--- config.mk ---
export PLATFORM = sky130hd
export DESIGN_NAME = lgce_ctrl
export DESIGN_NICKNAME = d
export VERILOG_FILES = /design/src/hdl/lgce_pkg.sv /design/src/hdl/lgce_ctrl.sv
export SDC_FILE = /design/constraint.sdc
export NUM_CORES = 1
export LEC_CHECK = 0
export BUFFER_PORTS_ARGS = -buffer_cell sky130_fd_sc_hd__buf_2
export CORE_MARGIN = 3
export CORE_UTILIZATION = 50
export DETAILED_ROUTE_END_ITERATION = 8
export MAX_ROUTING_LAYER = met4
export PLACE_DENSITY = 0.85
export SYNTH_ARGS = -nofsm -noshare
export SYNTH_HDL_FRONTEND = slang
export SYNTH_SLANG_ARGS = --single-unit
--- constraint.sdc ---
create_clock -name clk -period 5.45 [get_ports clk]
set_clock_uncertainty 0.1 [all_clocks]
set_input_delay 0.8175 -clock clk [delete_from_list [all_inputs] [get_ports clk]]
set_output_delay 0.8175 -clock clk [all_outputs]
set_load 0.02 [all_outputs]
--- src/hdl/lgce_pkg.sv ---
// shared constants, codes and controller/datapath interface types
package lgce_pkg;

  // field widths
  localparam int COORD_W   = 24;
  localparam int COLOUR_W  = 32;
  localparam int OFF_W     = 16;
  localparam int SLOT_W    = 3;
  localparam int COUNT_W   = 4;
  localparam int MODE_W    = 2;
  localparam int CH_W      = 8;
  localparam int PADDR_W   = 5;
  localparam int PDATA_W   = 32;

  // default table depth and counter width covering its whole range
  localparam int MAX_STOPS_DEFAULT = 8;
  localparam int CNT_W             = 6;

  // sequencing lengths
  localparam int MUL_STEPS = 4;
  localparam int DIV_BITS  = 16;
  localparam int Q_BITS    = 8;

  // brush modes
  localparam logic [MODE_W-1:0] MODE_NONE  = 2'd0;
  localparam logic [MODE_W-1:0] MODE_SOLID = 2'd1;
  localparam logic [MODE_W-1:0] MODE_GRAD  = 2'd2;
  localparam logic [MODE_W-1:0] MODE_UNSUP = 2'd3;

  // register indexes
  localparam logic [2:0] REG_BRUSH_MODE   = 3'd0;
  localparam logic [2:0] REG_AXIS_START_X = 3'd1;
  localparam logic [2:0] REG_AXIS_START_Y = 3'd2;
  localparam logic [2:0] REG_AXIS_END_X   = 3'd3;
  localparam logic [2:0] REG_AXIS_END_Y   = 3'd4;
  localparam logic [2:0] REG_FIRST_COLOUR = 3'd5;
  localparam logic [2:0] REG_LAST_COLOUR  = 3'd6;
  localparam logic [2:0] REG_STOP_COUNT   = 3'd7;

  // shared multiplier operand selection
  localparam logic [1:0] MUL_DXDX = 2'd0;
  localparam logic [1:0] MUL_DYDY = 2'd1;
  localparam logic [1:0] MUL_PXDX = 2'd2;
  localparam logic [1:0] MUL_PYDY = 2'd3;

  // result colour source
  localparam logic [2:0] RES_ZERO  = 3'd0;
  localparam logic [2:0] RES_FIRST = 3'd1;
  localparam logic [2:0] RES_LAST  = 3'd2;
  localparam logic [2:0] RES_BLACK = 3'd3;
  localparam logic [2:0] RES_BLEND = 3'd4;

  localparam logic [COLOUR_W-1:0] OPAQUE_BLACK = 32'h0000_00FF;

  typedef struct packed {
    logic             stop_wr;
    logic             load;
    logic             mul_en;
    logic [1:0]       mul_sel;
    logic             acc_en;
    logic             chk_init;
    logic             div_step;
    logic             walk_step;
    logic             blend_mul;
    logic             bdiv_step;
    logic             out_load;
    logic [2:0]       res_sel;
    logic [CNT_W-1:0] idx;
  } cmd_t;

  typedef struct packed {
    logic len2_zero;
    logic dot_le0;
    logic dot_ge;
    logic walk_end;
    logic out_free;
  } stat_t;

endpackage

--- src/hdl/lgce_ctrl.sv ---
// sequencing state machine for the colour evaluator
module lgce_ctrl (
  input  logic                        clk,
  input  logic                        rst,
  input  logic                        in_valid,
  input  logic                        kind,
  input  logic [lgce_pkg::MODE_W-1:0] brush_mode,
  input  lgce_pkg::stat_t             stat,
  output lgce_pkg::cmd_t              cmd,
  output logic                        in_stall
);

  localparam logic [2:0] S_IDLE = 3'd0;
  localparam logic [2:0] S_MUL  = 3'd1;
  localparam logic [2:0] S_CHK  = 3'd2;
  localparam logic [2:0] S_DIV  = 3'd3;
  localparam logic [2:0] S_WALK = 3'd4;
  localparam logic [2:0] S_BMUL = 3'd5;
  localparam logic [2:0] S_BDIV = 3'd6;
  localparam logic [2:0] S_DONE = 3'd7;

  localparam int CW = lgce_pkg::CNT_W;

  logic [2:0]    state, state_next;
  logic [CW-1:0] cnt, cnt_next;
  logic [2:0]    res_sel, res_sel_next;

  // state, step counter and result source
  always_ff @(posedge clk) begin
    if (rst) begin
      state   <= S_IDLE;
      cnt     <= '0;
      res_sel <= lgce_pkg::RES_ZERO;
    end else begin
      state   <= state_next;
      cnt     <= cnt_next;
      res_sel <= res_sel_next;
    end
  end

  assign in_stall = (state != S_IDLE);

  // next state and commands
  always_comb begin
    state_next   = state;
    cnt_next     = cnt;
    res_sel_next = res_sel;
    cmd          = '0;
    cmd.idx      = cnt;
    cmd.res_sel  = res_sel;
    cmd.mul_sel  = cnt[1:0];
    unique case (state)
      S_IDLE: begin
        if (in_valid) begin
          if (kind) begin
            cmd.stop_wr = 1'b1;
          end else begin
            cmd.load = 1'b1;
            unique case (brush_mode)
              lgce_pkg::MODE_NONE: begin
                res_sel_next = lgce_pkg::RES_ZERO;
                state_next   = S_DONE;
              end
              lgce_pkg::MODE_SOLID: begin
                res_sel_next = lgce_pkg::RES_FIRST;
                state_next   = S_DONE;
              end
              lgce_pkg::MODE_GRAD: begin
                cnt_next   = '0;
                state_next = S_MUL;
              end
              default: begin
                res_sel_next = lgce_pkg::RES_BLACK;
                state_next   = S_DONE;
              end
            endcase
          end
        end
      end
      S_MUL: begin
        cmd.mul_en = (cnt < CW'(lgce_pkg::MUL_STEPS));
        cmd.acc_en = (cnt != '0);
        cnt_next   = cnt + CW'(1);
        if (cnt == CW'(lgce_pkg::MUL_STEPS)) begin
          state_next = S_CHK;
        end
      end
      S_CHK: begin
        priority if (stat.len2_zero || stat.dot_le0) begin
          res_sel_next = lgce_pkg::RES_FIRST;
          state_next   = S_DONE;
        end else if (stat.dot_ge) begin
          res_sel_next = lgce_pkg::RES_LAST;
          state_next   = S_DONE;
        end else begin
          cmd.chk_init = 1'b1;
          cnt_next     = '0;
          state_next   = S_DIV;
        end
      end
      S_DIV: begin
        cmd.div_step = 1'b1;
        cnt_next     = cnt + CW'(1);
        if (cnt == CW'(lgce_pkg::DIV_BITS - 1)) begin
          cnt_next   = '0;
          state_next = S_WALK;
        end
      end
      S_WALK: begin
        if (stat.walk_end) begin
          state_next = S_BMUL;
        end else begin
          cmd.walk_step = 1'b1;
          cnt_next      = cnt + CW'(1);
        end
      end
      S_BMUL: begin
        cmd.blend_mul = 1'b1;
        cnt_next      = '0;
        state_next    = S_BDIV;
      end
      S_BDIV: begin
        cmd.bdiv_step = 1'b1;
        cnt_next      = cnt + CW'(1);
        if (cnt == CW'(lgce_pkg::Q_BITS - 1)) begin
          res_sel_next = lgce_pkg::RES_BLEND;
          state_next   = S_DONE;
        end
      end
      S_DONE: begin
        if (stat.out_free) begin
          cmd.out_load = 1'b1;
          state_next   = S_IDLE;
        end
      end
      default: begin
        state_next = S_IDLE;
      end
    endcase
  end

  // product sequencing never runs past its last accumulate
  a_mul_bound: assert property (@(posedge clk) disable iff (rst)
    (state == S_MUL) |-> (cnt <= CW'(lgce_pkg::MUL_STEPS)))
    else $error("multiply step counter overran");

  // an interpolation always finishes with the blended colour selected
  a_blend_sel: assert property (@(posedge clk) disable iff (rst)
    (state == S_BDIV && cnt == CW'(lgce_pkg::Q_BITS - 1)) |=>
      (state == S_DONE && res_sel == lgce_pkg::RES_BLEND))
    else $error("blend finished without blend result");

  // the division always runs exactly its full bit count before the walk
  a_div_len: assert property (@(posedge clk) disable iff (rst)
    (state == S_WALK && $past(state) == S_DIV) |->
      ($past(cnt) == CW'(lgce_pkg::DIV_BITS - 1)))
    else $error("division left early");

endmodule

==> results.md, run 1 <==
- CTS Sinks: 12
- Worst path max stage delay: ~0.66 ns
- Leakage: 0.5414 nW
- Max_slew headroom: a little under three fifths
- Required time worst endpoint: ~4.5 ns
- DP Worst Slack: 2.903 ns
- Clk Tree Root Cell: clkbuf_4
- Hold Fails Final Rpt: 0
- Critical-path cell list: or3b_1, a21oi_1, buf_2
- Post-CTS sizing: 0
- EDFF count, synth: 0
- Initial DRC count: 29
- Pin count of the biggest net entering global routing: 21
- Slew Limit Fails: 0
- Reported net switching power: 290.1 uW
- Rows: 15
- Crit path kind: register to output port
- Flop pwr share: ~29%
- Vias/cell: ~5.8
- Clk pwr share: approximately an eighth
- Top Ports: 33
- Share of cells above drive strength 1: a little under a third
- CTS Buf Count: 3
- Register area share after synthesis: 24.49%
- Critical Path Sink Type: output port
- Top cell type's share of synthesized area: 24.49%
- Ys flop type: dfxtp_1
- Switch share: around 50%
- Post-DP HPWL: about 1800 um
- Async S/R FF share, synth: 0%
- Multi-input gate area: about 670 um^2
- Post-synthesis cell type count: 46
- Cells after Synth: around 120
- GRT Util Overall: about a fifth
- YS warnings: 0
- PortBufs: 32
- H-Tree Depth: 1
- Peak VDD IR: 0.2838 mV
- Initial antenna violation count: 0
- Nets: around 160
- Die H: 50.30 um
- PD cells: ~500 nW/um^2
- Starting Density: roughly 55%
- WP data arrival: ~1.8 ns
- Mapped Nets: around 130
- Clk buf depth: 2
- Routed vias: around 1000
- Register area: 240.2 um^2
- Clock transition at path regs: approximately 0.080 ns
- Fmax: between 300 and 400 MHz
- Area contributors post-synth: dfxtp_1 (24%), nor2_1 (5.4%), xnor2_1 (3.6%)
- Final setup vio count: 0
- Minimum clock period: ~2.7 ns
- Ratio of final minimum period to clock period: roughly half
- RSZ-0062 raised after global routing: no
- Worst-margin pin slew: ~0.64 ns
- Dpl cell area: about 1100 um^2
- Gp weighted congestion: 0.8205
- Buf/Inv on CP: 1
- Core ar.: around 1800 um^2
- Synth Area per Inst: 8.243 um^2
- Startpoint Class: register
- Combinational fraction of design power: 58.9%
- Die area: between 2000 and 3000 um^2
- CTS tree: done
- Cell Area, Synth: around 1000 um^2
- Hold_buf cts: 0
- 1st-pass router iterations: 4
- Global-route wire length before repair: between 3000 and 4000 um
- Worst Hold Class: register to register
- Yosys reg bits: 12
- # Max-Cap Violations: 0
- Post-Layout Inst Area: 1157 um^2
- Final worst-path setup slack: roughly 2.7 ns
- Synth-to-Final Area Change: 17.98%
- Fin Hold WS: about 0.34 ns
- Crit-path max FO: 17
- Diode count: 0
- Delay-heaviest family, CP: flip-flops
- Status: completed
- Internal: ~290 uW
- Routed Antenna Nets: 0
- Most frequent cells in the layout: buf_2 (32), nor2_1 (14), dfxtp_1 (12)
- Routed len/inst: between 10 and 15 um
- Drt total wl: ~2400 um
- Commonest non-fill, non-tap cell in the layout: buf_2
- Later-pin clock latency in the skew report: 0.27 ns
- Setup tns final: 0 ns
- Vias in the first global route: between 800 and 900
- DRC viols: 0
- Fill cells: 175
- Postcts setup bufs: 0
- Top cell type by total area after synthesis: dfxtp_1
- Die width: slightly above 50 um
- Slowest CP cell: dfxtp_1
- GRT overflow: 0
-- metal layers --
metal | vias up | part of all wire [%] | wire, um | global-route usage (%)
met4 | 0 | 2.5 | 60 | 12.11
li1 | 484 | - | - | -
met1 | 460 | 41 | 995 | 24.19
met5 | - | 0 | 0 | -
met2 | 43 | 49 | 1165 | 33.70
met3 | 8 | 7.3 | 176 | 2.374
-- flip-flops by register name, indices dropped and copies added, names as in the netlist --
name     count
cnt          6
res_sel      3
state        3
-- layout make-up --
class / count / area share (%)
inverter: 5 / 1.622
multi-input combinational: 95 / 57.95
tap: 25 / 2.703
sequential: 12 / 20.76
clock buffer: 4 / 3.135
timing repair buffer: 32 / 13.84
-- metrics by stage --
stage,util [%],power [mW],instances
after floorplan,-,0.4436,119
after global placement,62.88,0.4972,169
after detailed placement,62.88,0.5079,169
after CTS,64.91,0.5827,173
after global routing,64.91,0.6259,173
final,64.91,0.5831,173
-- power groups by stage --
| stage | registers, mW | clock network, mW | logic (mW) |
|---|---|---|---|
| 4_1_cts | 0.165 | 0.0735 | 0.344 |
| 6_report | 0.167 | 0.0721 | 0.344 |
| 2_1_floorplan | 0.141 | 0 | 0.302 |
| 3_3_place_gp | 0.164 | 0 | 0.333 |
| 5_1_grt | 0.174 | 0.0770 | 0.375 |
| 3_5_place_dp | 0.167 | 0 | 0.341 |
-- cell usage after synthesis, types with 2 or more instances --
cell      count
nand3_1       3
buf_4         4
o21ai_1       3
or3b_1        2
a31oi_1       2
a21oi_1       3
and3b_1       3
o41ai_1       2
xnor2_1       4
nor2b_1       4
ha_1          2
nor4_1        2
mux2i_1       2
inv_1         4
buf_2         2
nor3_1        5
nor3_2        2
nand2b_1      3
nand2_1       8
dfxtp_1      12
and3_1        3
o31ai_1       2
o21ba_1       2
o21ai_0       5
nor2_1       14
-- final timing paths --
kind	start	to	slack, ns	cells after the start
worst min register to register	res_sel[2]	res_sel[2]	0.34	2
worst min-delay path	res_sel[2]	res_sel[2]	0.34	2
worst max-delay path	state[0]	cmd[15]	2.74	3
worst max register to register	cnt[0]	state[2]	3.32	6
-- cell families (layout without fill, tap and decap cells) --
family,Yosys count,in the layout,synth area share (%)
simple gates,58,58,34.19
compound gates,29,29,26.02
flops,12,12,24.49
buf+inv,12,41,7.142
xor+xnor,4,4,3.571
fa+ha+maj,2,2,2.551
mux,2,2,2.041
-- tightest hold or removal path, delay by kind of cell, from the launching register on --
family | cells | cell delay, ns
flip-flops | 1 | 0.31
AO/OA/AOI/OAI | 1 | 0.05
buffers and inverters | 1 | 0.04
No activity file was read; power rests on OpenSTA's default activity.
==> inputs of run 2 (changes only) <==
--- a/config.mk
+++ b/config.mk
@@ -7,10 +7,10 @@
 export LEC_CHECK = 0
 export BUFFER_PORTS_ARGS = -buffer_cell sky130_fd_sc_hd__buf_2
 export CORE_MARGIN = 3
-export CORE_UTILIZATION = 50
+export CORE_UTILIZATION = 44
 export DETAILED_ROUTE_END_ITERATION = 8
 export MAX_ROUTING_LAYER = met4
-export PLACE_DENSITY = 0.85
+export PLACE_DENSITY = 0.8
 export SYNTH_ARGS = -nofsm -noshare
 export SYNTH_HDL_FRONTEND = slang
 export SYNTH_SLANG_ARGS = --single-unit
==> constraint.sdc (replaced) <==
create_clock -name clk -period 2.2 [get_ports clk]
set_clock_uncertainty 0.1 [all_clocks]
set_input_delay 0.33 -clock clk [delete_from_list [all_inputs] [get_ports clk]]
set_output_delay 0.33 -clock clk [all_outputs]
set_load 0.02 [all_outputs]
==> results.md, run 2 (synthesis gave the netlist of run 1 again) <==
- Status: completed
- Routed vias: 980
- Worst Setup SP: state[2]
- Die width: between 50 and 60 um
- # Max-Cap Violations: 0
- Peak VDD IR: 0.6997 mV
- DRC viols: 0
- FF-to-FF Start: cnt[1]
- Register-to-Register Path Depth: 6
- Top Ports: 33
- Reg with most FFs: cnt
- Vias/cell: between 5 and 6
- Busiest metal layer after global routing: met2
- H-Tree Depth: 1
- Leakage: between 0.5 and 0.6 nW
- Global-route wire length before repair: ~4100 um
- Ratio of final minimum period to clock period: between 90% and 100%
- WP data arrival: about 1.6 ns
- GR Util met1: 24.75%
- Initial DRC count: 22
- Hold Fails Final Rpt: 0
- RSZ-0062 raised after global routing: no
- GRT met2 Usage: about a third
- Max_slew headroom: 63.70%
- Routed len/inst: 13.66 um
- Synth-to-Final Area Change: 20.92%
- CTS tree: done
- Flop pwr share: around 25%
- Dpl cell area: ~1100 um^2
- Gp weighted congestion: about 0.81
- Fill cells: 185
- Most frequent cells in the layout: buf_2 (32), nor2_1 (13), dfxtp_1 (11)
- Register area: around 240 um^2
- Starting Density: between 40% and 50%
- Later-pin clock latency in the skew report: approximately 0.28 ns
- Required time worst endpoint: between 1.5 and 2 ns
- Worst-margin pin slew: approximately 0.54 ns
- Diode count: 0
- Clock transition at path regs: about 0.08 ns
- Reported net switching power: roughly 730 uW
- Nets: around 160
- Switch share: 49.42%
- Final Core Density: 58.09%
- Startpoint Class: register
- Number of flip-flops in the largest register: 6
- Clk pwr share: 12.1%
- Routed Antenna Nets: 0
- Share of cells above drive strength 1: between 30% and 40%
- Met3 Usage GRT: around 2.3%
- Postcts setup bufs: 0
- Vias in the first global route: 913
- Clk buf depth: 2
- Drt total wl: ~2400 um
- Multi-input gate area: slightly below 700 um^2
- Hold_buf cts: 0
- Minimum clock period: 2.075 ns
- Die H: 53.22 um
- Flop2flop setup slack: 0.15 ns
- Crit path kind: register to output port
- Initial antenna violation count: 0
- CTS Buf Count: 3
- Rows: 16
- Clk Tree Root Cell: clkbuf_4
- Worst Hold Class: primary input to register
- CTS Sinks: 12
- Critical Path Sink Type: output port
- Crit-path max FO: 17
- Setup tns final: 0 ns
- Final setup vio count: 0
- Post-CTS sizing: 0
- R2r endpoint: state[1]
- Fmax: between 400 and 500 MHz
- 1st-pass router iterations: 4
- Core ar.: between 2000 and 2500 um^2
- GRT Util Overall: between 10% and 20%
- Combinational fraction of design power: around 63%
- CP Capture Point: cmd[9]
- Die area: 2832 um^2
- Commonest non-fill, non-tap cell in the layout: buf_2
- GRT overflow: 0
- Internal: about 750 uW
- Post-Layout Inst Area: between 1000 and 1500 um^2
- Slew Limit Fails: 0
- Pin count of the biggest net entering global routing: 18
- PortBufs: 32
- PD cells: between 1000 and 1500 nW/um^2
- Post-DP HPWL: 1880 um
- Top Registers: cnt (6), res_sel (3), state (3)
==> run 2: changes by cell type in the layout (fill, tap and decap cells not counted) <==
cell     change
o21ai_1      -2
dfxtp_2      +1
nor2_1       -1
nor2_2       +1
buf_4        +2
o21ai_2      +2
dfxtp_1      -1
==> run 2: power by group through the flow <==
| stage | clock [mW] | sequential [mW] | combinational (mW) |
|---|---|---|---|
| after detailed placement | 0 | 0.379 | 0.915 |
| after floorplan | 0 | 0.350 | 0.749 |
| after CTS | 0.183 | 0.374 | 0.918 |
| after global placement | 0 | 0.369 | 0.890 |
| final | 0.179 | 0.377 | 0.926 |
| after global routing | 0.193 | 0.392 | 1.02 |
==> run 2: metal layers <==
| layer | routed length, um | vias up |
|---|---|---|
| met2 | 1205 | 35 |
| li1 | - | 494 |
| met5 | 0 | - |
| met4 | 44 | 0 |
| met3 | 134 | 5 |
| met1 | 1033 | 446 |
==> run 2: area by class of cell <==
cell class | instances | area share [%]
clock buffer | 4 | 3.059
multi-input combinational | 95 | 57.38
timing repair buffer | 34 | 14.77
inverter | 5 | 1.582
tap | 27 | 2.848
sequential | 12 | 20.36
==> run 2: stage by stage <==
stage,power [mW],hold slack (ns),cells,worst slack (ns)
after global routing,1.604,0.2123,177,0.01622
after global placement,1.259,0.3360,173,0.3306
after CTS,1.475,0.1922,177,0.07156
after detailed placement,1.294,0.3412,173,0.1703
after floorplan,1.099,0.3024,119,0.2115
final,1.483,0.1944,177,0.1252
==> run 2: worst min path at each step <==
stage	from	end	slack [ns]	depth (start not counted)
after floorplan	rst	res_sel[0]	0.30	1
after global placement	res_sel[2]	res_sel[2]	0.34	2
after detailed placement	res_sel[2]	res_sel[2]	0.34	2
after CTS	rst	res_sel[1]	0.19	2
after global routing	rst	res_sel[1]	0.21	2
final	rst	res_sel[1]	0.19	2
==> run 2: critical path: stages (launching register included) <==
cell and delay, ns:
dfxtp_1 0.67, and2_1 0.33, and3_1 0.20, buf_2 0.16
==> inputs of run 3 (changes only) <==
--- a/config.mk
+++ b/config.mk
@@ -10,7 +10,7 @@
 export CORE_UTILIZATION = 44
 export DETAILED_ROUTE_END_ITERATION = 8
 export MAX_ROUTING_LAYER = met4
-export PLACE_DENSITY = 0.8
+export PLACE_DENSITY_LB_ADDON = 0.12
 export SYNTH_ARGS = -nofsm -noshare
 export SYNTH_HDL_FRONTEND = slang
 export SYNTH_SLANG_ARGS = --single-unit
==> results.md, run 3 (synthesis gave the netlist of run 1 again) <==
- PD cells: approximately 1300 nW/um^2
- Slew Limit Fails: 0
- Leakage: between 0.5 and 0.6 nW
- Number of flip-flops in the largest register: 6
- Max_slew headroom: slightly above 60%
- Dpl cell area: roughly 1100 um^2
- Diode count: 0
- Met1 WL: between 1000 and 1500 um
- Reported net switching power: roughly 740 uW
- H-Tree Depth: 1
- Top layer in use: met3
- Startpoint Class: register
- Routed wl met2: approximately 1100 um
- Post-DP HPWL: 1853 um
- WP data arrival: 1.64 ns
- Initial antenna violation count: 0
- CTS tree: done
- Fill cells: about 220
- Routed Antenna Nets: 0
- Delay-heaviest family, CP: flip-flops
- Required time worst endpoint: 1.77 ns
- Final setup vio count: 0
- Global-route wire length before repair: between 3000 and 4000 um
- WL met3: ~90 um
- DRC viols: 0
- Die area: approximately 2800 um^2
- Clk Tree Root Cell: clkbuf_4
- Final worst-path setup slack: 0.1346 ns
- RSZ-0062 raised after global routing: no
- Commonest non-fill, non-tap cell in the layout: buf_2
- Share of cells above drive strength 1: around a third
- Top Registers: cnt (6), res_sel (3), state (3)
- Worst Hold Class: primary input to register
- Later-pin clock latency in the skew report: 0.28 ns
- Critical-path cell list: and2_1, and3_1, buf_2
- Pin count of the biggest net entering global routing: 18
- Hold_buf cts: 0
- Most frequent cells in the layout: buf_2 (32), nor2_1 (14), dfxtp_1 (11)
- CTS Buf Count: 3
- Routed len/inst: approximately 14 um
- # Max-Cap Violations: 0
- Flop pwr share: about a quarter
- Top Ports: 33
- Initial DRC count: 17
- Clock transition at path regs: roughly 0.080 ns
- Critical Path Sink Type: output port
- Ratio of final minimum period to clock period: 93.88%
- 1st-pass router iterations: 4
- Fmax: about 480 MHz
- Vias/cell: between 5 and 6
- Buf/Inv on CP: 1
- Die H: 53.22 um
- Synth-to-Final Area Change: 19.90%
- Worst path max stage delay: approximately 0.70 ns
- PortBufs: 32
- Design Power: 1.481 mW
- Crit path kind: register to output port
- Status: completed
- Post-Layout Inst Area: 1176 um^2
- Peak VDD IR: ~0.64 mV
- Vias in the first global route: 803
- Clk pwr share: 12.4%
- Clk buf depth: 2
- GRT overflow: 0
- Routed vias: 965
- Slowest CP cell: dfxtp_1
- Nets: 164
- GRT Util Overall: around 18%
- Rows: 16
- Die width: about 53 um
- Final Core Density: a little under three fifths
- Internal: 744.9 uW
- Worst-margin pin slew: 0.5885 ns
- Minimum clock period: around 2.1 ns
- Hold Fails Final Rpt: 0
- Combinational fraction of design power: between 60% and 70%
- Drt total wl: ~2400 um
- Starting Density: around half
- Switch share: about half
- DP Worst Slack: between 0.2 and 0.25 ns
- Gp weighted congestion: about 0.94
- Reg with most FFs: cnt
- CTS Sinks: 12
- Core ar.: roughly 2000 um^2
- Crit-path max FO: 17
- Setup tns final: 0 ns
run 3: final timing paths:
kind	startpoint	depth (start not counted)	slack, ns	endpoint
max	state[2]	3	0.13	cmd[9]
max reg2reg	cnt[1]	6	0.14	state[2]
min reg2reg	res_sel[2]	2	0.35	res_sel[2]
min	rst	2	0.22	res_sel[0]
run 3: area by class of cell:
cell class | instances | area, um^2 | area share [%]
Multi-Input combinational cell | 95 | 670.6 | 57.02
Sequential cell | 12 | 241.5 | 20.53
Tap cell | 27 | 33.78 | 2.872
Timing Repair Buffer | 34 | 175.2 | 14.89
Inverter | 5 | 18.77 | 1.596
Clock buffer | 4 | 36.28 | 3.085
run 3: per-layer routing:
metal	vias to the layer above	global-route usage [%]
met2	23	26.53
met4	0	5.106
met5	-	-
met3	0	2.535
li1	491	-
met1	451	25.47
run 3: per-stage QoR:
step	hold slack [ns]	std cells
6_report	0.2150	177
5_1_grt	0.2217	177
4_1_cts	0.2033	177
3_3_place_gp	0.3297	173
3_5_place_dp	0.3415	173
2_1_floorplan	0.3024	119
run 3: repair_timing:
item,in CTS,in global routing
setup buffers,0,0
setup endpoints to repair,0,2
gates resized for setup,0,1
run 3: power groups by stage:
stage / Combinational (mW) / Sequential [mW] / Clock, mW
after floorplan: 0.749 / 0.350 / 0
after global placement: 0.899 / 0.379 / 0
after detailed placement: 0.910 / 0.381 / 0
after CTS: 0.914 / 0.377 / 0.185
after global routing: 1.01 / 0.392 / 0.197
final: 0.915 / 0.382 / 0.184
